**config.mk**
```make
export PLATFORM = sky130hd
export DESIGN_NAME = vwd_quant
export DESIGN_NICKNAME = d
export VERILOG_FILES = /design/src/sv/vwd_pkg.sv /design/src/sv/vwd_quant.sv
export SDC_FILE = /design/constraint.sdc
export NUM_CORES = 1
export LEC_CHECK = 0
export BUFFER_PORTS_ARGS = -buffer_cell sky130_fd_sc_hd__buf_2
export CORE_ASPECT_RATIO = 1.2
export CORE_MARGIN = 5
export CORE_UTILIZATION = 29
export CTS_CLUSTER_DIAMETER = 200
export DETAILED_ROUTE_END_ITERATION = 8
export GPL_TIMING_DRIVEN = 0
export SYNTH_ARGS = -nofsm -noshare
export SYNTH_HDL_FRONTEND = slang
export SYNTH_SLANG_ARGS = --single-unit
```
**constraint.sdc**
```tcl
create_clock -name clk_i -period 2.3 [get_ports clk_i]
set_input_delay 0.115 -clock clk_i [delete_from_list [all_inputs] [get_ports clk_i]]
set_output_delay 0.115 -clock clk_i [all_outputs]
set_load 0.05 [all_outputs]
```
**src/sv/vwd_pkg.sv**
```systemverilog
// ----------------------------------------------------------------------------
// vwd_pkg
// Shared constants for the vertex weld/dedup block: field widths, table
// depth and the fixed-point format of the incoming coordinates.
// ----------------------------------------------------------------------------
package vwd_pkg;

  // incoming coordinates: signed Q16.16 metres
  localparam int unsigned CoordW = 32;
  localparam int unsigned FracW  = 16;

  // grid scale register
  localparam int unsigned ScaleW     = 16;
  localparam int unsigned ScaleReset = 1000;

  // scaled product; |coord * scale| < 2^47 so 48 bits hold it exactly
  localparam int unsigned ProdW = CoordW + ScaleW;

  // a key is the product shifted down by FracW; its magnitude stays below
  // 2^31, so 32 bits hold the same value as a 48 bit sign-extended key
  localparam int unsigned KeyW = ProdW - FracW;

  // one key triple as stored in the key RAM
  localparam int unsigned KeysW = 3 * KeyW;

  // key table
  localparam int unsigned MaxVertices = 1024;
  localparam int unsigned IdxW        = $clog2(MaxVertices);
  localparam int unsigned CntW        = IdxW + 1;

  // result index field
  localparam int unsigned OutIdxW = 10;

endpackage

```
**src/sv/vwd_quant.sv**
```systemverilog
// ----------------------------------------------------------------------------
// vwd_quant
// Two-stage quantizer shared by all three axes: multiply a Q16.16
// coordinate by the grid scale, then shift down truncating toward zero.
// ----------------------------------------------------------------------------
module vwd_quant (
  input  logic                              clk_i,
  input  logic                              rst_ni,
  input  logic                              in_valid_i,
  input  logic [vwd_pkg::CoordW-1:0]        coord_i,
  input  logic [vwd_pkg::ScaleW-1:0]        scale_i,
  output logic                              key_valid_o,
  output logic [vwd_pkg::KeyW-1:0]          key_o
);

  logic signed [vwd_pkg::CoordW+vwd_pkg::ScaleW:0] prod_full;
  logic [vwd_pkg::ProdW-1:0] prod_d, prod_q;
  logic                      prod_valid_q;
  logic [vwd_pkg::KeyW-1:0]  key_d, key_q;
  logic                      key_valid_q;
  logic                      round_up;

  // stage 1: signed coordinate times unsigned scale
  assign prod_full = $signed(coord_i) * $signed({1'b0, scale_i});
  assign prod_d    = prod_full[vwd_pkg::ProdW-1:0];

  // stage 2: arithmetic shift floors; negative values with a fraction step
  // back up by one so the result truncates toward zero
  assign round_up = prod_q[vwd_pkg::ProdW-1] & (|prod_q[vwd_pkg::FracW-1:0]);
  assign key_d    = prod_q[vwd_pkg::ProdW-1 -: vwd_pkg::KeyW]
                  + vwd_pkg::KeyW'(round_up);

  // payload registers
  always_ff @(posedge clk_i) begin
    prod_q <= prod_d;
    key_q  <= key_d;
  end

  // stage valid bits
  always_ff @(posedge clk_i or negedge rst_ni) begin
    if (!rst_ni) begin
      prod_valid_q <= 1'b0;
      key_valid_q  <= 1'b0;
    end else begin
      prod_valid_q <= in_valid_i;
      key_valid_q  <= prod_valid_q;
    end
  end

  assign key_valid_o = key_valid_q;
  assign key_o       = key_q;

endmodule

```
==> results of run 1 <==
## cell usage after synthesis, types with 2 or more instances
cell type / number / share of area, %
o211ai_1: 6 / 0.22
nand4_1: 13 / 0.40
nand2b_1: 4 / 0.12
and3_1: 15 / 0.47
nand2_1: 316 / 5.9
o21ai_1: 2 / 0.050
nor3_1: 2 / 0.050
nor2_1: 25 / 0.47
a21oi_4: 2 / 0.16
xor2_1: 18 / 0.78
a31oi_1: 3 / 0.093
fa_1: 484 / 48
a21oi_1: 43 / 1.1
o2111ai_1: 5 / 0.22
a21boi_0: 2 / 0.075
o21bai_1: 5 / 0.19
buf_6: 2 / 0.11
nor4_1: 6 / 0.19
o21a_1: 6 / 0.22
o21ai_0: 20 / 0.50
nor2b_1: 2 / 0.062
dfrtp_1: 2 / 0.25
buf_2: 3 / 0.075
nor3_2: 2 / 0.099
ha_1: 116 / 7.2
nand3_1: 21 / 0.52
dfxtp_1: 80 / 8.0
and4_1: 3 / 0.13
o211a_1: 2 / 0.099
a21o_1: 17 / 0.63
clkbuf_1: 84 / 1.6
and2_1: 229 / 7.1
buf_4: 2 / 0.075
inv_1: 573 / 11
xnor2_1: 62 / 2.7
## flip-flops by register name (all words and copies together), names as in the netlist
| name | flops |
|---|---|
| prod_valid_q | 1 |
| prod_q | 48 |
| key_valid_o | 1 |
| key_o | 32 |
## cell families (layout without fill, tap and decap cells)
logic type | count (synthesis) | count (layout) | synth area share, %
other | 0 | 1 | 0
and+or+nand+nor | 648 | 648 | 15.96
xor gates and xnor gates | 80 | 80 | 3.479
buffers and inverters | 665 | 856 | 12.53
AOI/OAI and AO/OA | 131 | 131 | 4.411
DFF | 82 | 82 | 8.200
adders and majority gates | 600 | 600 | 55.31
muxes | 2 | 2 | 0.1056
## metal layers
layer  part of all wire [%]  up-vias
li1                       -     6755
met1                     37     7894
met2                     53      428
met3                    5.4      130
met4                    4.6        0
met5                      0        -
## per-stage QoR
| step | utilization, % | instance area, um^2 | worst slack (ps) | hold WS (ps) | setup TNS, ps |
|---|---|---|---|---|---|
| floorplan | - | 20730 | -3069 | -180.6 | -102960 |
| global placement | 32.50 | 22290 | -4343 | -101.0 | -149770 |
| detailed placement | 32.50 | 22290 | -4308 | -95.23 | -149300 |
| CTS | 36.02 | 24700 | -3344 | 23.03 | -110830 |
| global route | 36.98 | 25360 | -3588 | 42.87 | -119240 |
| finish | 36.99 | 25370 | -3462 | 54.90 | -113420 |
## how the worst max path moves through the flow
| stage | end | from | slack, ps |
|---|---|---|---|
| 2_1_floorplan | prod_q[47] | scale_i[7] | -3070 |
| 3_3_place_gp | prod_q[47] | scale_i[7] | -4340 |
| 3_5_place_dp | prod_q[47] | scale_i[7] | -4310 |
| 4_1_cts | prod_q[47] | scale_i[6] | -3340 |
| 5_1_grt | prod_q[47] | scale_i[6] | -3590 |
| 6_report | prod_q[47] | scale_i[6] | -3460 |
## layout make-up
cell class	count	area (um^2)
plain buffers	88	1360
inverters	573	2155
repair buffers	179	1525
clock buffers	10	229.0
flip-flops and latches	82	1652
clock inverters	6	97.59
multi-input cells	1461	17210
diodes	1	2.502
well taps	909	1137
fillers	6981	43210
## repair_timing
action	4_1_cts	5_1_grt
pin swaps	114	132
endpoints found under the hold margin	3	0
setup endpoints to repair	66	53
hold buffers	2	0
resized for setup	332	126
setup buffers	62	38
==> results.json, run 1 <==
{
  "synth.yosys.seq_area_share_pct": 8.200,
  "required_ps": 2580,
  "slowest_delay_ps": 580,
  "grt_util_met1_pct": 19.57,
  "syn-num-nets": 2859,
  "drive_above_1_share_pct": 22.01,
  "synth_ff_type": "dfxtp_1",
  "grt-busiest-layer": "met2",
  "r2r_cells": 10,
  "async_reset_ff_share_pct": 2.439,
  "holdCritPathClass": "in -> reg",
  "finalHoldViolCount": 0,
  "place_inst": 3200,
  "postRouteAntennaNets": 0,
  "setup_viol": 44,
  "cts_made_buffers": 9,
  "cp.arrival_ps": 6040,
  "cp-end-kind": "flop",
  "syn_avg_cell_area_um2": 9.122,
  "criticalPathCategory": "in -> reg",
  "fin_crit_sh_pct": 250.5,
  "finalMaxSlewViolations": 0,
  "drcViolationCount": 0,
  "drt_iter0_drc": 735,
  "grt_pass1_wl_um": 96920,
  "r2r-start": "prod_q[47]",
  "grt_max_degree": 16,
  "startpoint_type": "primary input",
  "crit_family": "adder cells",
  "syn_inst": 2208,
  "status": "finished, violations left",
  "finalWeightedCongestion": 0.9222,
  "hold_start": "scale_i[0]",
  "slew-limit-headroom_pct": 65.18,
  "grt_remaining_overflow": 0,
  "tritoncts": "yes",
  "use_met3_pct": 2.557,
  "dr.pass1.iters": 5,
  "max-clock-path-buffers": 2,
  "viasPerCell": 4.596,
  "use_met2_pct": 31.34,
  "die_y_um": 298.7,
  "cap_violations": 0,
  "num_rows": 105,
  "r2r_setup_slack_ps": 30,
  "final_cell_mix": "inv_1, fa_1, nand2_1",
  "cp.buffers_inverters": 6,
  "ys_types": 66,
  "cp_max_fo": 5,
  "dieArea_um2": 74840,
  "r2r-end": "key_o[28]",
  "antenna_found_initial": 5,
  "crit_chain": "buf_12, clkbuf_16, and2_4, fa_1, inv_2, fa_1, fa_1, inv_1, fa_1, fa_1, inv_1, fa_1, inv_2, ha_4, a21o_1, a211oi_4, o211ai_1, o211ai_1, nand2_2, a31o_4, a21o_1, o221ai_2, xnor2_1",
  "final_common_cell": "inv_1",
  "fin_ws_ps": -3462,
  "route.detailed.wl_per_inst_um": 18.62,
  "clock-sinks": 82,
  "grt_use_total_pct": 16.83,
  "crit_path_frequent_cell": "fa_1",
  "io_pins": 84,
  "syn_area_um2": 20140,
  "grt_pass1_vias": 17050,
  "area_delta_synth_final_pct": 25.94,
  "fin_cells": 3309,
  "cp_slowest_cell": "fa_1",
  "yosys_warnings": 0,
  "routed_wl_um": 61610,
  "fmax_ghz": 0.1735,
  "tightest_slew_ps": 521.7,
  "fin_nets": 3045,
  "die_w_um": 250.6,
  "ys_ff_latch": 82,
  "synth-edff-count": 0,
  "cts_max_level": 3,
  "clk_pin_slew_ps": 60,
  "numPortBuffers": 83,
  "fin_crit_ps": 5762,
  "cp_num_cells": 23,
  "clockRootBuffer": "clkbuf_16",
  "holdPathStages": 2,
  "finClkSkew_ps": 7.587,
  "routed-via-count": 15210,
  "hold_end": "prod_q[0]",
  "dp_hpwl_um": 50180,
  "start_util_pct": 29.37,
  "violations": "negative setup slack",
  "core_um2": 68580,
  "insertion_delay_ps": 360,
  "rsz0062_at_grt": "yes"
}
Power of run 1 is not shown: default switching activity piles up to over one toggle a cycle in this logic, so the estimate is an artifact.
==> run 2: changes to the inputs <==
- CORE_ASPECT_RATIO: 1.2 -> default
==> results.json, run 2 (synthesized netlist as in run 1, its figures left out) <==
{
  "status": "finished, violations left",
  "violations": "negative setup slack",
  "routed-via-count": 15320,
  "rsz0062_at_grt": "yes",
  "holdCritPathClass": "in -> async",
  "finClkSkew_ps": 10.81,
  "r2r-start": "prod_q[47]",
  "slew-limit-headroom_pct": 46.89,
  "fmax_ghz": 0.1774,
  "area_delta_synth_final_pct": 27.56,
  "fill_cells": 6984,
  "drive_above_1_share_pct": 22.94,
  "cp_slowest_cell": "fa_1",
  "grt_remaining_overflow": 0,
  "die_y_um": 273.5,
  "num_rows": 96,
  "route.detailed.wl_per_inst_um": 18.58,
  "postRouteAntennaNets": 0,
  "finalWeightedCongestion": 0.9177,
  "start_util_pct": 29.31,
  "cp-end-kind": "flop",
  "dp_hpwl_um": 50210,
  "grt_pass1_wl_um": 98950,
  "dr.pass1.iters": 5,
  "multi_input_area_um2": 17160,
  "largest_reg_flops": 48,
  "criticalPathCategory": "in -> reg",
  "antenna_found_initial": 4,
  "fin_crit_sh_pct": 245.0,
  "clk_pin_slew_ps": 60,
  "clockRootBuffer": "clkbuf_16",
  "largest-register": "prod_q",
  "die_w_um": 273.5,
  "tritoncts": "yes",
  "cts_made_buffers": 9,
  "dieArea_um2": 74820,
  "fin_ws_ps": -3336,
  "r2r_setup_slack_ps": -100,
  "fin_nets": 3079,
  "drcViolationCount": 0,
  "io_pins": 84,
  "slowest_delay_ps": 530,
  "startpoint_type": "primary input",
  "r2r_cells": 11,
  "finalMaxSlewViolations": 0,
  "crit_path_frequent_cell": "fa_1",
  "max-clock-path-buffers": 2,
  "place_inst": 3222,
  "cts_max_level": 3,
  "grt_max_degree": 15,
  "insertion_delay_ps": 380,
  "cp_max_fo": 10,
  "setup_viol": 50,
  "numPortBuffers": 83,
  "cp.arrival_ps": 5940,
  "clock-sinks": 82,
  "grt_use_total_pct": 17.46,
  "cap_violations": 0,
  "final_cell_mix": "inv_1, fa_1, nand2_1",
  "endpoint": "prod_q[47]",
  "drt_iter0_drc": 858,
  "required_ps": 2600,
  "tightest_slew_ps": 796.7,
  "crit_chain": "buf_12, clkbuf_4, and2_1, fa_1, inv_1, fa_1, fa_1, inv_1, fa_2, fa_1, inv_1, fa_1, inv_1, ha_4, a21oi_1, o21ai_0, a32oi_1, nand2_2, a31o_4, a21o_1, o221ai_2, xnor2_1",
  "r2r-end": "key_o[28]",
  "fin_crit_ps": 5636,
  "grt_pass1_vias": 17240,
  "routed_wl_um": 62570,
  "fin_cells": 3368,
  "final_common_cell": "inv_1",
  "viasPerCell": 4.548,
  "seqCellArea_um2": 1652,
  "fin_tns_setup_ps": -115190,
  "core_um2": 68710,
  "finalHoldViolCount": 0,
  "cp-startpoint": "scale_i[6]"
}
-- run 2: per-layer routing --
layer	routed length, um	track usage [%]	vias up
met4	2607	6.558	0
li1	-	-	6827
met3	4741	3.357	119
met5	0	0	-
met2	30210	29.73	514
met1	25010	22.05	7859
-- run 2: timing repair --
| item | CTS | global route |
|---|---|---|
| endpoints found under the setup margin | 66 | 60 |
| resized for setup | 370 | 81 |
| buffers inserted | 101 | 29 |
| hold buffers | 2 | 0 |
| gates cloned | 4 | 0 |
| pin swaps | 140 | 96 |
| endpoints found under the hold margin | 3 | 0 |
-- run 2: metrics by stage --
step | hold slack [ps] | instance area (um^2) | utilization (%) | setup slack, ps
after floorplan | -180.6 | 20730 | - | -3069
after global placement | -99.51 | 22310 | 32.48 | -4350
after detailed placement | -97.77 | 22310 | 32.48 | -4354
after CTS | 25.52 | 25220 | 36.70 | -3238
after global routing | 47.28 | 25680 | 37.37 | -3588
final | 51.66 | 25690 | 37.39 | -3336
-- run 2: worst min path at each step --
stage	end	cells past startpoint	startpoint	slack, ps
after floorplan	key_valid_o	0	rst_ni	-180
after global placement	key_valid_o	1	rst_ni	-100
after detailed placement	key_valid_o	1	rst_ni	-100
after CTS	prod_valid_q	2	rst_ni	30
after global routing	prod_valid_q	2	rst_ni	50
final	prod_valid_q	2	rst_ni	50
-- run 2: layout make-up --
type,count,area share (%)
multi-input cells,1461,66.79
inverters,573,8.372
repair buffers,213,7.081
flip-flops and latches,82,6.429
plain buffers,88,5.572
well taps,931,4.534
clock buffers,10,0.9302
clock inverters,5,0.2435
diodes,5,0.04870
-- run 2: worst max-delay path, delay by kind of cell --
family,cells,cell delay (ps)
AOI/OAI and AO/OA,6,1540
adders and majority gates,7,3220
buffers and inverters,6,560
and+or+nand+nor,2,350
xor gates and xnor gates,1,140
Power of run 2 is left out for the same reason.
