### src/sv/vwd_ram.sv
// ----------------------------------------------------------------------------
// vwd_ram
// Generic simple dual-port RAM: one write port, one read port with
// registered read data.
// ----------------------------------------------------------------------------
module vwd_ram #(
  parameter int unsigned Width = 8,
  parameter int unsigned Depth = 16
) (
  input  logic                     clk_i,
  input  logic                     wr_en_i,
  input  logic [$clog2(Depth)-1:0] wr_addr_i,
  input  logic [Width-1:0]         wr_data_i,
  input  logic                     rd_en_i,
  input  logic [$clog2(Depth)-1:0] rd_addr_i,
  output logic [Width-1:0]         rd_data_o
);

  logic [Width-1:0] mem_q [Depth];
  logic [Width-1:0] rd_data_q;

  // write port
  always_ff @(posedge clk_i) begin
    if (wr_en_i) begin
      mem_q[wr_addr_i] <= wr_data_i;
    end
  end

  // registered read port
  always_ff @(posedge clk_i) begin
    if (rd_en_i) begin
      rd_data_q <= mem_q[rd_addr_i];
    end
  end

  assign rd_data_o = rd_data_q;

endmodule

### config.mk
export PLATFORM = sky130hd
export DESIGN_NAME = vwd_ram
export DESIGN_NICKNAME = d
export VERILOG_FILES = /design/src/sv/vwd_ram.sv
export SDC_FILE = /design/constraint.sdc
export NUM_CORES = 1
export LEC_CHECK = 0
export BUFFER_PORTS_ARGS = -buffer_cell sky130_fd_sc_hd__buf_2
export CAP_MARGIN = 20
export CORE_MARGIN = 3
export CORE_UTILIZATION = 55
export CTS_CLUSTER_SIZE = 16
export DETAILED_ROUTE_END_ITERATION = 12
export PLACE_DENSITY = 0.77
export SYNTH_ARGS = -nofsm -noshare
export SYNTH_HDL_FRONTEND = slang
export SYNTH_SLANG_ARGS = --single-unit
### constraint.sdc
create_clock -name clk_i -period 3.6 [get_ports clk_i]
set_input_delay 0.72 -clock clk_i [delete_from_list [all_inputs] [get_ports clk_i]]
set_output_delay 0.72 -clock clk_i [all_outputs]
set_load 0.02 [all_outputs]
==> results list, run 1 <==
* Largest net degree at the start of global routing: 33
- Setup violation total in the final timing report: 0
- The routed layout has 2518 vias.
- Summed over all layers, the routed wires come to between 10 and 15 mm.
- Clock tree synthesis selected as its root buffer the cell clkbuf_8.
- Share of final-layout standard cells stronger than drive strength 1: 27.4%
- CTS H-tree lvls: 4
- Setup repair after global routing left no endpoint under its margin.
- Count of standard-cell rows: 34
- Grt peak-use layer: met2
* Fraction of synthesized cell area taken by the top area cell type: 78.1%
- The final layout contains about 290 nets.
- Full die area: between 0.01 and 0.015 mm²
- Worst setup EP type: flip-flop
* Path class of the lowest-slack min-delay path: in2reg
- Setup slack of the critical path after layout: approximately 1.5 ns
- Across the run, the number of max-cap violations was 0.
- Global-route met2 utilization: between 30% and 40%
* Post-route DRC: 0
- Switching component of the power: around 700 µW
- Number of buffers on the longest clock path: 2
* Met1 usage in global routing: a little under a third
- Synthesis handed over a netlist of 229 instances.
- Number of nets with antenna violations after routing: 0
- Highest achievable clock rate: ~480 MHz
- Mean cell area of the mapped netlist: 22.8 µm²
* Count of cells resized by post-cts repair: 0
* Clock insertion delay at the later pin of the skew report: about 0.5 ns
- Of all nets on the critical path, the largest fanout is 18.
- Measured against its own limit, the worst slew margin works out to around 25%.
* Number of global-route vias before repair: approximately 2500
* Worst setup path class: in2reg
* Relative contribution of combinational cells to total power: under 10%
* Number of buffers added to fix hold violations after cts: 0
* Detailed-route wire length per cell: 25.4 µm
- Period utilization: 57.8%
- Initial detailed-routing violation count: 303
- Maximum vdd ir drop: ~0.00036 V
- After synthesis, the share of cell area in mux cells is 14.8%.
- In this run the vertical extent of the chip is just over 100 µm.
- Including well taps, the total number of placed cells is 377.
* Power density cells: 593 mW/mm²
* Critical path startpoint category: primary input
- In this run, synthesis produced a sequential element count of 136.
* Synthesized-area fraction occupied by xor and xnor cells: 0%
- With fillers left out, the area of the finished cells amounts to 0.00604 mm².
- Clock Power Share: about 45%
* Drt via density: approximately 6.2
- Global-route track usage on met3: roughly 6.7%
* Horiz. Die Dim: about 100 µm
* Post-synthesis share of cell area spent on full adders, half adders and majority gates: 0%
* Slew of the pin with the lowest slew margin: roughly 1.1 ns
- The repair_antennas step left the layout with diodes totalling 0.
* Post-CTS setup buffer count: 0
- Subtracting the final worst setup slack from the clock period gives around 2.1 ns.
* Cts bufs inserted: 17
* Congestion Overflow GR: 0
- The synthesized netlist devotes under 10% of its cell area to compound gates.
* Filler cells: roughly 550
- After synthesis, the largest family of logic cells by area is multiplexers.
- Data required, critical path: 3.84 ns
* Starting density of the core: approximately three fifths
* Leading post-synthesis cells by cell area: edfxtp_1 (78%), mux4_2 (7.8%), mux4_1 (7.0%), a22oi_1 (2.3%), nor2_1 (0.93%)
* Area of the core: 0.00898 mm²
- When the netlist entered floorplanning its net count stood at between 200 and 250.
- Max Transition Viols Final: 0
- Placer's final routability congestion estimate: between 0.7 and 0.8
* Sinks on Clock Net: 136
- Overall global routing resource usage: about 22%
- Leading cell types in the layout, fill and taps excluded: edfxtp_1 (136), buf_2 (26), mux4_2 (18), a22oi_1 (16), clkbuf_16 (16)
* Data arrival time of the critical path: 2.32 ns
* Total Neg Setup Slack: 0 ns
- First-pass GRT wire length: roughly 16 mm
* Post-route insts no fill: between 400 and 500
* Cell leakage power: 0.00201 µW
* Largest area contributor in the netlist: edfxtp_1
* Switching Fraction: 19.4%
* Mapped cell area: between 0.005 and 0.006 mm²
- Boundary Pins: 27
* Outcome: complete, no violations
- The internal power of the cells totals approximately 2900 µW.
- Between clock sinks in the finished design, the worst skew comes to ~0.0055 ns.
* Post-Synth Simple-Gate Area: between 3 and 4%
- For this run, the register share of the synthesized area comes to 78.1%.
* Number of library cell types mapped by synthesis: 18
- Compared with the post-synthesis result, the final layout area differs by 15.6%.
* Worst setup slack after placement: just under 1 ns
* Number of antenna violations at the first check in global routing: 0
- The first detailed-routing pass took 5 iterations.
* HPWL reported at the end of detailed placement: around 6.2 mm
- Leading cell type in the layout, fill and taps excluded: edfxtp_1
- Clock-pin slew was measured on the worst setup and hold paths at roughly 0.06 ns.
- Final number of hold-violating endpoints: 0
- Warning count from the yosys run: 0
* TritonCTS clock tree: built
- Of the total power, registers draw 50.1%.
- IO Port Bufs: 26
- In this run the cell area measured after placement is 0.00549 mm².
==> sequential cells by signal (all words and copies together), names as in the netlist <==
register,cells
rd_data_o,8
mem_q,128
==> stage by stage <==
| stage | power (µW) | utilization (%) | hold WS [ns] |
|---|---|---|---|
| 2_1_floorplan | 1920 | - | 0.705 |
| 3_3_place_gp | 1980 | 61.1 | 0.724 |
| 5_1_grt | 3700 | 67.3 | 0.580 |
| 4_1_cts | 3600 | 67.3 | 0.579 |
| 6_report | 3580 | 67.3 | 0.599 |
| 3_5_place_dp | 1990 | 61.1 | 0.736 |
==> metal layers <==
metal / share of wire (%) / vias to the layer above
li1: - / 1063
met1: 42 / 1302
met2: 49 / 139
met3: 7.8 / 14
met4: 1.1 / 0
met5: 0 / -
==> critical path: stages <==
cell and delay (ns):
buf_2 0.42, buf_12 0.26, mux4_1 0.60, a22oi_1 0.20, nand2_1 0.09
==> layout make-up <==
type                    instances  area (µm²)  share of cell area (%)
repair buffers                 32         188                    3.11
clock inverters                11         133                    2.20
well taps                     126         158                    2.61
flip-flops and latches        136        4080                    67.6
multi-input cells              83        1060                    17.5
clock buffers                  19         422                    6.98
==> path summary, 6_finish.rpt <==
path                   to  slack, ns  cells after the start          from
max          rd_data_o[3]       1.52                      5  rd_addr_i[0]
min          rd_data_o[2]       0.60                      1       rd_en_i
max reg2reg  rd_data_o[1]       2.10                      3   mem_q[9][1]
min reg2reg  rd_data_o[2]       0.75                      3  mem_q[14][2]
==> power by group through the flow <==
stage / clock (µW) / sequential (µW) / combinational (µW)
finish: 1620 / 1800 / 165
detailed placement: 0 / 1830 / 165
floorplan: 0 / 1830 / 90.0
global route: 1720 / 1800 / 179
CTS: 1640 / 1800 / 167
global placement: 0 / 1830 / 159
==> cell families after synthesis <==
| group | after synthesis |
|---|---|
| simple gates | 35 |
| compound gates | 16 |
| buf+inv | 10 |
| flops | 136 |
| mux | 32 |
==> cell usage after synthesis <==
cell,n
edfxtp_1,136
and2_1,1
nand3_1,1
and2b_1,1
nand3b_1,2
buf_4,1
clkdlybuf4s25_2,3
nor2b_1,1
mux4_2,18
nand2b_1,2
buf_6,3
a22oi_1,16
nor2_1,13
mux4_1,14
nand2_1,9
nor3_1,4
or3b_2,1
buf_2,3
No activity file was read; power rests on OpenSTA's default activity.
==> inputs of run 2 (changes only) <==
Settings changed: ABC_AREA from default to 1.
Clock period 3.6 ns to 2.05 ns, I/O delays scaled along.
==> results list, run 2 <==
- Outcome: complete, no violations (unchanged).
- Flip-flop count of the largest register, all copies and words added: 128 (unchanged)
- FF-to-FF End: rd_data_o[3] (was rd_data_o[1])
- Grt peak-use layer: met2 (unchanged)
- Maximum vdd ir drop: 0.000552 V (was 0.000359 V)
- The leakage power of the design was 0.00294 µW (was 0.00201 µW).
- Sinks on Clock Net: 136 (unchanged)
- The residual antenna-violating net count after detailed routing is 0 (unchanged).
- Combined buffer and inverter count along the critical path: 1 (was 2)
* Maximum single-stage delay on the critical path: 0.45 ns (was 0.60 ns)
- The number of max-slew violations in the final report came to 0 (unchanged).
* CTS H-tree lvls: 4 (unchanged)
- The worst clock skew on the final layout was 0.00678 ns (was 0.00553 ns).
* Count of standard-cell rows: 37 (was 34)
- Period utilization: 77.2%
- The quantity of I/O buffers inserted on ports came to 26 (unchanged).
- Clock Power Share: 45.0% (was 45.2%)
* First-pass GRT wire length: 19.8 mm (was 15.7 mm)
- Data arrival time of the critical path: 1.17 ns (was 2.32 ns)
- Top flip-flop cell by instance count after synthesis: edfxtp_1 (unchanged)
* Total Neg Setup Slack: 0 ns (unchanged)
- The insertion delay of the later-clocked pin in the worst-skew pair is 0.52 ns (was 0.50 ns).
* R2r setup slk: 0.86 ns (was 2.10 ns)
* Boundary Pins: 27 (unchanged)
- The met2 global-route usage came to 37.5% (was 32.1%).
* Min Clock Period, post-route: ~1.6 ns
* Launching point of the worst reg2reg path: mem_q[13][3] (was mem_q[9][1])
- FF+latch count, synth: 136 (unchanged)
* First-pass detailed-route iteration total: 5 (unchanged)
* Power, Total: 6460 µW (was 3580 µW)
- The global-route usage over all layers came to 23.4% (was 21.6%).
- The gate count of the mapped netlist was 551 (was 229).
- The number of flops mapped to enable cells by yosys came to 136 (unchanged).
- Relative slew margins: 72.5% (was 24.7%)
- Dominant cell by count in the synthesized netlist: nand2_1 (was edfxtp_1)
- The net count after synthesis was 570 (was 248).
* Unrepaired setup endpoints after global routing: no (unchanged)
- TritonCTS clock tree: built (unchanged)
* Worst setup EP type: output port (was flip-flop)
- The number of global-route vias before repair came to 3760 (was 2503).
- Highest achievable clock rate: around 630 MHz
- The effective utilization at floorplan is 56.6% (was 58.2%).
- Setup violation total in the final timing report: 0 (unchanged)
- The wire length per cell after detailed routing was 17.1 µm (was 25.4 µm).
* Largest fanout on the critical path: 1 (was 18)
- The required time of the critical path is 1.64 ns (was 3.84 ns).
- The core area came to 0.0103 mm² (was 0.00898 mm²).
* Largest area contributor in the netlist: edfxtp_1 (unchanged)
- Switching component of the power: 1380 µW (was 696 µW)
- Internal: 5080 µW (was 2890 µW)
- The remaining global-route overflow was 0 (unchanged).
- Met1 usage in global routing: 30.7% (was 31.9%)
- The signed area change from the synthesized netlist to the final layout is 15.6% (about the same).
- HPWL reported at the end of detailed placement: 7.63 mm (was 6.20 mm)
- Path class of the lowest-slack min-delay path: in2reg (unchanged)
- Largest net degree at the start of global routing: 65 (was 33)
- Global-route track usage on met3: 5.62% (was 6.71%)
- The number of placed instances with taps included came to 711 (was 377).
* Placer's final routability congestion estimate: 0.848 (was 0.752)
- Mean cell area of the mapped netlist: 10.6 µm² (was 22.8 µm²)
- The number of distinct standard cells referenced by the synthesized netlist was 11 (was 18).
- The fraction of power spent switching nets was 21.4% (was 19.4%).
* Cts bufs inserted: 17 (unchanged)
* Cell breakdown of the critical path: buf_2 (was buf_2 -> buf_12 -> mux4_1 -> a22oi_1 -> nand2_1)
- The final instance count without filler cells came to 742 (was 407).
* Post-route standard cell area excluding fillers: 0.00676 mm² (was 0.00604 mm²)
- The type of element launching the critical path is a flip-flop (was primary input).
* Post-route DRC: 0 (unchanged)
- The deepest clock path buffer count came to 2 (unchanged).
- Count of cells resized by post-cts repair: 0 (unchanged)
- Worst-path clk slew: 0.06 ns (about the same)
* Filler cells: 754 (was 553)
- The classification of the worst setup path was reg2out (was in2reg).
- The launch point of the worst hold path was rd_en_i (unchanged).
- The count of inserted antenna diode cells was 0 (unchanged).
- The terminating pin of the worst hold path is rd_data_o[6] (was rd_data_o[2]).
- The final hold violation count was 0 (unchanged).
* Horiz. Die Dim: 109 µm (was 103 µm)
- The height of the die came to 109 µm (was 103 µm).
- Power density cells: 956 mW/mm² (was 593 mW/mm²)
- Slew of the pin with the lowest slew margin: 0.413 ns (was 1.13 ns)
* Share of final-layout standard cells stronger than drive strength 1: 13.2% (was 27.4%)
- The post-place instance area was 0.00618 mm² (was 0.00549 mm²).
- The instance count along the most critical hold path came to 1 (unchanged).
- Maxcap violations: 0 (unchanged)
- Top post-synthesis cells by count: nand2_1 (173), edfxtp_1 (136), inv_1 (100), nand3_1 (97), nor2_1 (17) (was edfxtp_1 (136), mux4_2 (18), a22oi_1 (16), mux4_1 (14), nor2_1 (13)).
* Leading post-synthesis cells by cell area: edfxtp_1 (70%), nand2_1 (11%), nand3_1 (8.3%), inv_1 (6.4%), buf_6 (1.2%) (was edfxtp_1 (78%), mux4_2 (7.8%), mux4_1 (7.0%), a22oi_1 (2.3%), nor2_1 (0.93%))
- Leading cell types in the layout, fill and taps excluded: nand2_1 (173), edfxtp_1 (136), inv_1 (100), nand3_1 (97), buf_2 (26) (was edfxtp_1 (136), buf_2 (26), mux4_2 (18), a22oi_1 (16), clkbuf_16 (16))
- The DRC violation total after the first TritonRoute iteration was 405 (was 303).
* Drt via density: 5.32 (was 6.19)
- The number of buffers inserted for hold repair after clock tree synthesis came to 0 (unchanged).
- The largest delay contributor family on the critical path is flip-flops (was buffers and inverters).
- Largest reg by FF count: mem_q (unchanged)
- The final net count is 613 (was 289).
- Relative contribution of combinational cells to total power: 6.1% (was 4.6%)
* Critical-path top delay cell: edfxtp_1 (was mux4_1)
* Number of cell instances on the worst register-to-register path: 6 (was 3)
- The post-CTS repair timing setup buffer count was 0 (unchanged).
- Fraction of the yosys area taken by sequential cells: 69.8% (was 78.1%)
- Full die area: 0.0119 mm² (was 0.0107 mm²)
- The total number of vias came to 3948 (was 2518).
* Leading cell type in the layout, fill and taps excluded: nand2_1 (was edfxtp_1)
* Mapped cell area: 0.00585 mm² (was 0.00523 mm²)
- The number of antenna violations at the first check in global routing was 1 (was 0).
* Seq pwr share: 48.9% (was 50.1%)
- Warning count from the yosys run: 0 (unchanged)
- The clock tree root buffer cell is clkbuf_8 (unchanged).
- The routed wire length is 12.7 mm (was 10.3 mm).
- The share of Yosys cell area claimed by the top area cell type is 69.8% (was 78.1%).
- Share of flip-flops with an asynchronous set or reset: 0% (unchanged)
run 2: cell types whose count changed after synthesis, moves of 4 or more:
cell,change
mux4_1,-14
inv_1,+100
buf_2,+10
nand3_1,+96
nand2_1,+164
mux4_2,-18
nor2_1,+4
nor3_1,-4
a22oi_1,-16
run 2: cells by family after synthesis:
family	share of synthesized area, %
simple gates	20.8
buf+inv	9.39
flops	69.8
run 2: power by group through the flow:
stage                     registers, µW  clock network, µW  logic (µW)
after detailed placement           3210                  0         388
after global routing               3160               3060         436
final                              3160               2910         394
after global placement             3210                  0         378
after floorplan                    3220                  0         220
after CTS                          3160               2940         393
run 2: worst max path at each step:
stage / startpoint / end / depth (start not counted)
2_1_floorplan: wr_addr_i[2] / mem_q[10][0] / 2
3_3_place_gp: rd_addr_i[0] / rd_data_o[3] / 8
3_5_place_dp: rd_addr_i[0] / rd_data_o[3] / 8
4_1_cts: rd_data_o[4] / rd_data_o[4] / 1
5_1_grt: rd_data_o[4] / rd_data_o[4] / 1
6_report: rd_data_o[5] / rd_data_o[5] / 1
run 2: final cells by class:
class	count	area [µm²]	area share (%)
clock buffers	17	414	6.13
clock inverters	14	159	2.35
inverters	102	383	5.67
multi-input cells	289	1210	18.0
flip-flops and latches	136	4080	60.4
well taps	136	170	2.52
repair buffers	48	333	4.93
run 2: layer usage:
layer	wire, µm	share of wire (%)
met1	4830	38
met2	6190	49
met3	1370	11
met4	326	2.6
met5	10	0.079
run 2: through the flow:
step / setup WS (ns) / hold slack, ns / utilization [%]
after floorplan: 0.689 / 0.509 / -
after global placement: 0.407 / 0.727 / 59.9
after detailed placement: 0.400 / 0.724 / 59.9
after CTS: 0.483 / 0.240 / 65.4
after global routing: 0.456 / 0.248 / 65.4
final: 0.468 / 0.257 / 65.4
==> inputs of run 3 (changes only) <==
Clock period 2.05 ns to 1.6 ns, I/O delays scaled along.
==> results list, run 3 (synthesis gave the netlist of run 2 again) <==
- Min Clock Period, post-route: about 1.4 ns
* HPWL reported at the end of detailed placement: 8.10 mm (was 7.63 mm)
- Leading cell type in the layout, fill and taps excluded: nand2_1 (unchanged)
- Full die area: 0.0119 mm² (unchanged)
- The slew of the pin with the lowest slew margin was 0.593 ns (was 0.413 ns).
* Critical-path top delay cell: edfxtp_1 (unchanged)
- Starting density of the core: 56.6% (unchanged)
- The peak per-stage delay on the critical path came to 0.43 ns (was 0.45 ns).
- Setup violation total in the final timing report: 0 (unchanged)
- Flip-flop count of the largest register, all copies and words added: 128 (unchanged)
- The wire length per cell after detailed routing is 17.4 µm (was 17.1 µm).
- Cell leakage power: 0.00295 µW (was 0.00294 µW)
- The final net count was 616 (was 613).
* Data required, critical path: 1.28 ns (was 1.64 ns)
* Instance count on the critical path: 1 (unchanged)
* Number of buffers added to fix hold violations after cts: 0 (unchanged)
* Gate family responsible for the most delay along the worst path: flip-flops (unchanged)
* Launching point of the worst reg2reg path: mem_q[4][3] (was mem_q[13][3])
- The fraction of power spent switching nets is 21.6% (was 21.4%).
* R2r setup slk: 0.37 ns (was 0.86 ns)
* Largest fanout on the critical path: 1 (unchanged)
- Worst-path clk slew: 0.06 ns (about the same)
- The DRC violation total after the first TritonRoute iteration came to 289 (was 405).
- Worst setup EP type: output port (unchanged)
- Combined buffer and inverter count along the critical path: 1 (unchanged)
* Layout-stage area growth over the synthesis result: 15.8% (was 15.6%)
* Number of cell instances on the worst register-to-register path: 6 (unchanged)
- The average via count per standard cell came to 5.27 (was 5.32).
- Relative contribution of combinational cells to total power: 6.1% (about the same)
- Period utilization: 90.1%
- The number of global-route vias before repair is 3838 (was 3760).
- Largest reg by FF count: mem_q (unchanged)
- The number of max-slew violations in the final report came to 0 (unchanged).
* Leading cell types in the layout, fill and taps excluded: nand2_1 (173), edfxtp_1 (136), inv_1 (100), nand3_1 (97), buf_2 (26) (unchanged)
- Relative slew margins: 60.4% (was 72.5%)
- Worst setup path class: reg2out (unchanged)
- The launch point of the worst hold path was rd_en_i (unchanged).
- Unrepaired setup endpoints after global routing: no (unchanged).
- Path class of the lowest-slack min-delay path: in2reg (unchanged)
- Power density cells: 1230 mW/mm² (was 956 mW/mm²)
- The remaining global-route overflow came to 0 (unchanged).
* First-pass GRT wire length: 20.5 mm (was 19.8 mm)
- Final routed wirelength across all metal layers: 13.0 mm (was 12.7 mm)
- The clock tree from TritonCTS was built (unchanged).
- Clock Power Share: 45.4% (was 45.0%)
* Boundary Pins: 27 (unchanged)
* CTS H-tree lvls: 4 (unchanged)
* Highest achievable clock rate: roughly 690 MHz
- The proportion of layout cells with a drive suffix above 1 was 13.6% (was 13.2%).
- The cell-internal power came to 6520 µW (was 5080 µW).
- The residual antenna-violating net count after detailed routing came to 0 (unchanged).
- The net switching component of the power is 1800 µW (was 1380 µW).
* Cell breakdown of the critical path: buf_2 (unchanged)
* Root buffer cell: clkbuf_8 (unchanged)
- Total Neg Setup Slack: 0 ns (unchanged)
- The deepest clock path buffer count was 2 (unchanged).
* Die Y-Extent: 109 µm (unchanged)
- Hold endpoint: rd_data_o[6] (unchanged)
* Placer's final routability congestion estimate: 0.872 (was 0.848)
- The highest ir drop seen on vdd is 0.000696 V (was 0.000552 V).
- Post-route DRC: 0 (unchanged)
- Worst setup skew after layout: 0.00800 ns (was 0.00678 ns)
* Overall global routing resource usage: 23.9% (was 23.4%)
* Post-CTS setup buffer count: 0 (unchanged)
- Instance count along the most critical hold path: 1 (unchanged)
- The max-capacitance violation count came to 0 (unchanged).
* Area of the core: 0.0103 mm² (unchanged)
- First-pass detailed-route iteration total: 5 (unchanged)
- Sinks on Clock Net: 136 (unchanged)
- Seq pwr share: 48.6% (was 48.9%)
- The quantity of gates resized following cts came to 0 (unchanged).
- The type of element launching the critical path was a flip-flop (unchanged).
* Outcome: complete, no violations (unchanged)
* Final antenna diode count: 0 (unchanged)
* Final number of hold-violating endpoints: 0 (unchanged)
- FF-to-FF End: rd_data_o[3] (unchanged)
- The total number of vias came to 3929 (was 3948).
- Cts bufs inserted: 17 (unchanged)
* IO Port Bufs: 26 (unchanged)
- Power, Total: 8330 µW (was 6460 µW)
- The maximum number of pins on one net before global-route repair was 35 (was 65).
- Clock insertion delay at the later pin of the skew report: 0.52 ns (about the same)
- Horiz. Die Dim: 109 µm (unchanged)
* Data arrival time of the critical path: 1.12 ns (was 1.17 ns)
- The standard-cell row count came to 37 (unchanged).
* Number of antenna violations at the first check in global routing: 0 (was 1)
run 3: cell types whose count changed in the layout (fill, tap and decap cells not counted):
cell / previous run / this run
clkinv_1: 1 / 0
buf_4: 19 / 23
buf_12: 3 / 2
clkbuf_1: 0 / 2
run 3: power groups by stage:
stage / logic (µW) / registers [µW] / clock network [µW]
2_1_floorplan: 281 / 4130 / 0
3_3_place_gp: 487 / 4110 / 0
3_5_place_dp: 502 / 4120 / 0
4_1_cts: 506 / 4040 / 3800
5_1_grt: 560 / 4050 / 3960
6_report: 504 / 4040 / 3780
run 3: per-stage QoR:
stage                     worst slack [ns]  cells  utilization, %  hold WS (ns)  area (µm²)
after detailed placement            0.0326    714            60.0         0.695        6190
after CTS                            0.147    746            65.6         0.156        6770
final                                0.158    746            65.6         0.175        6770
after floorplan                      0.329    551               -         0.419        5850
after global placement              0.0604    714            60.0         0.690        6190
after global routing                 0.126    746            65.6         0.160        6770
run 3: worst max path at each step:
stage                      start            to  slack, ns
global route        rd_data_o[2]  rd_data_o[2]       0.13
detailed placement  rd_addr_i[0]  rd_data_o[7]       0.03
finish              rd_data_o[2]  rd_data_o[2]       0.16
CTS                 rd_data_o[4]  rd_data_o[4]       0.15
global placement    rd_addr_i[0]  rd_data_o[3]       0.06
floorplan           wr_addr_i[2]  mem_q[10][0]       0.33
run 3: cell type report:
cell class,count,area (µm²)
clock buffer,19,422
clock inverter,13,155
inverter,102,383
fill,759,3550
tap,136,170
sequential,136,4080
timing repair buffer,51,343
multi-input combinational,289,1210
run 3: per-layer routing:
| layer | up-vias | share of wire (%) | GRT usage [%] |
|---|---|---|---|
| met5 | - | 0 | 0 |
| met4 | 0 | 2.0 | 9.02 |
| met3 | 22 | 7.2 | 5.51 |
| met2 | 165 | 49 | 38.3 |
| met1 | 1871 | 42 | 31.9 |
| li1 | 1871 | - | - |
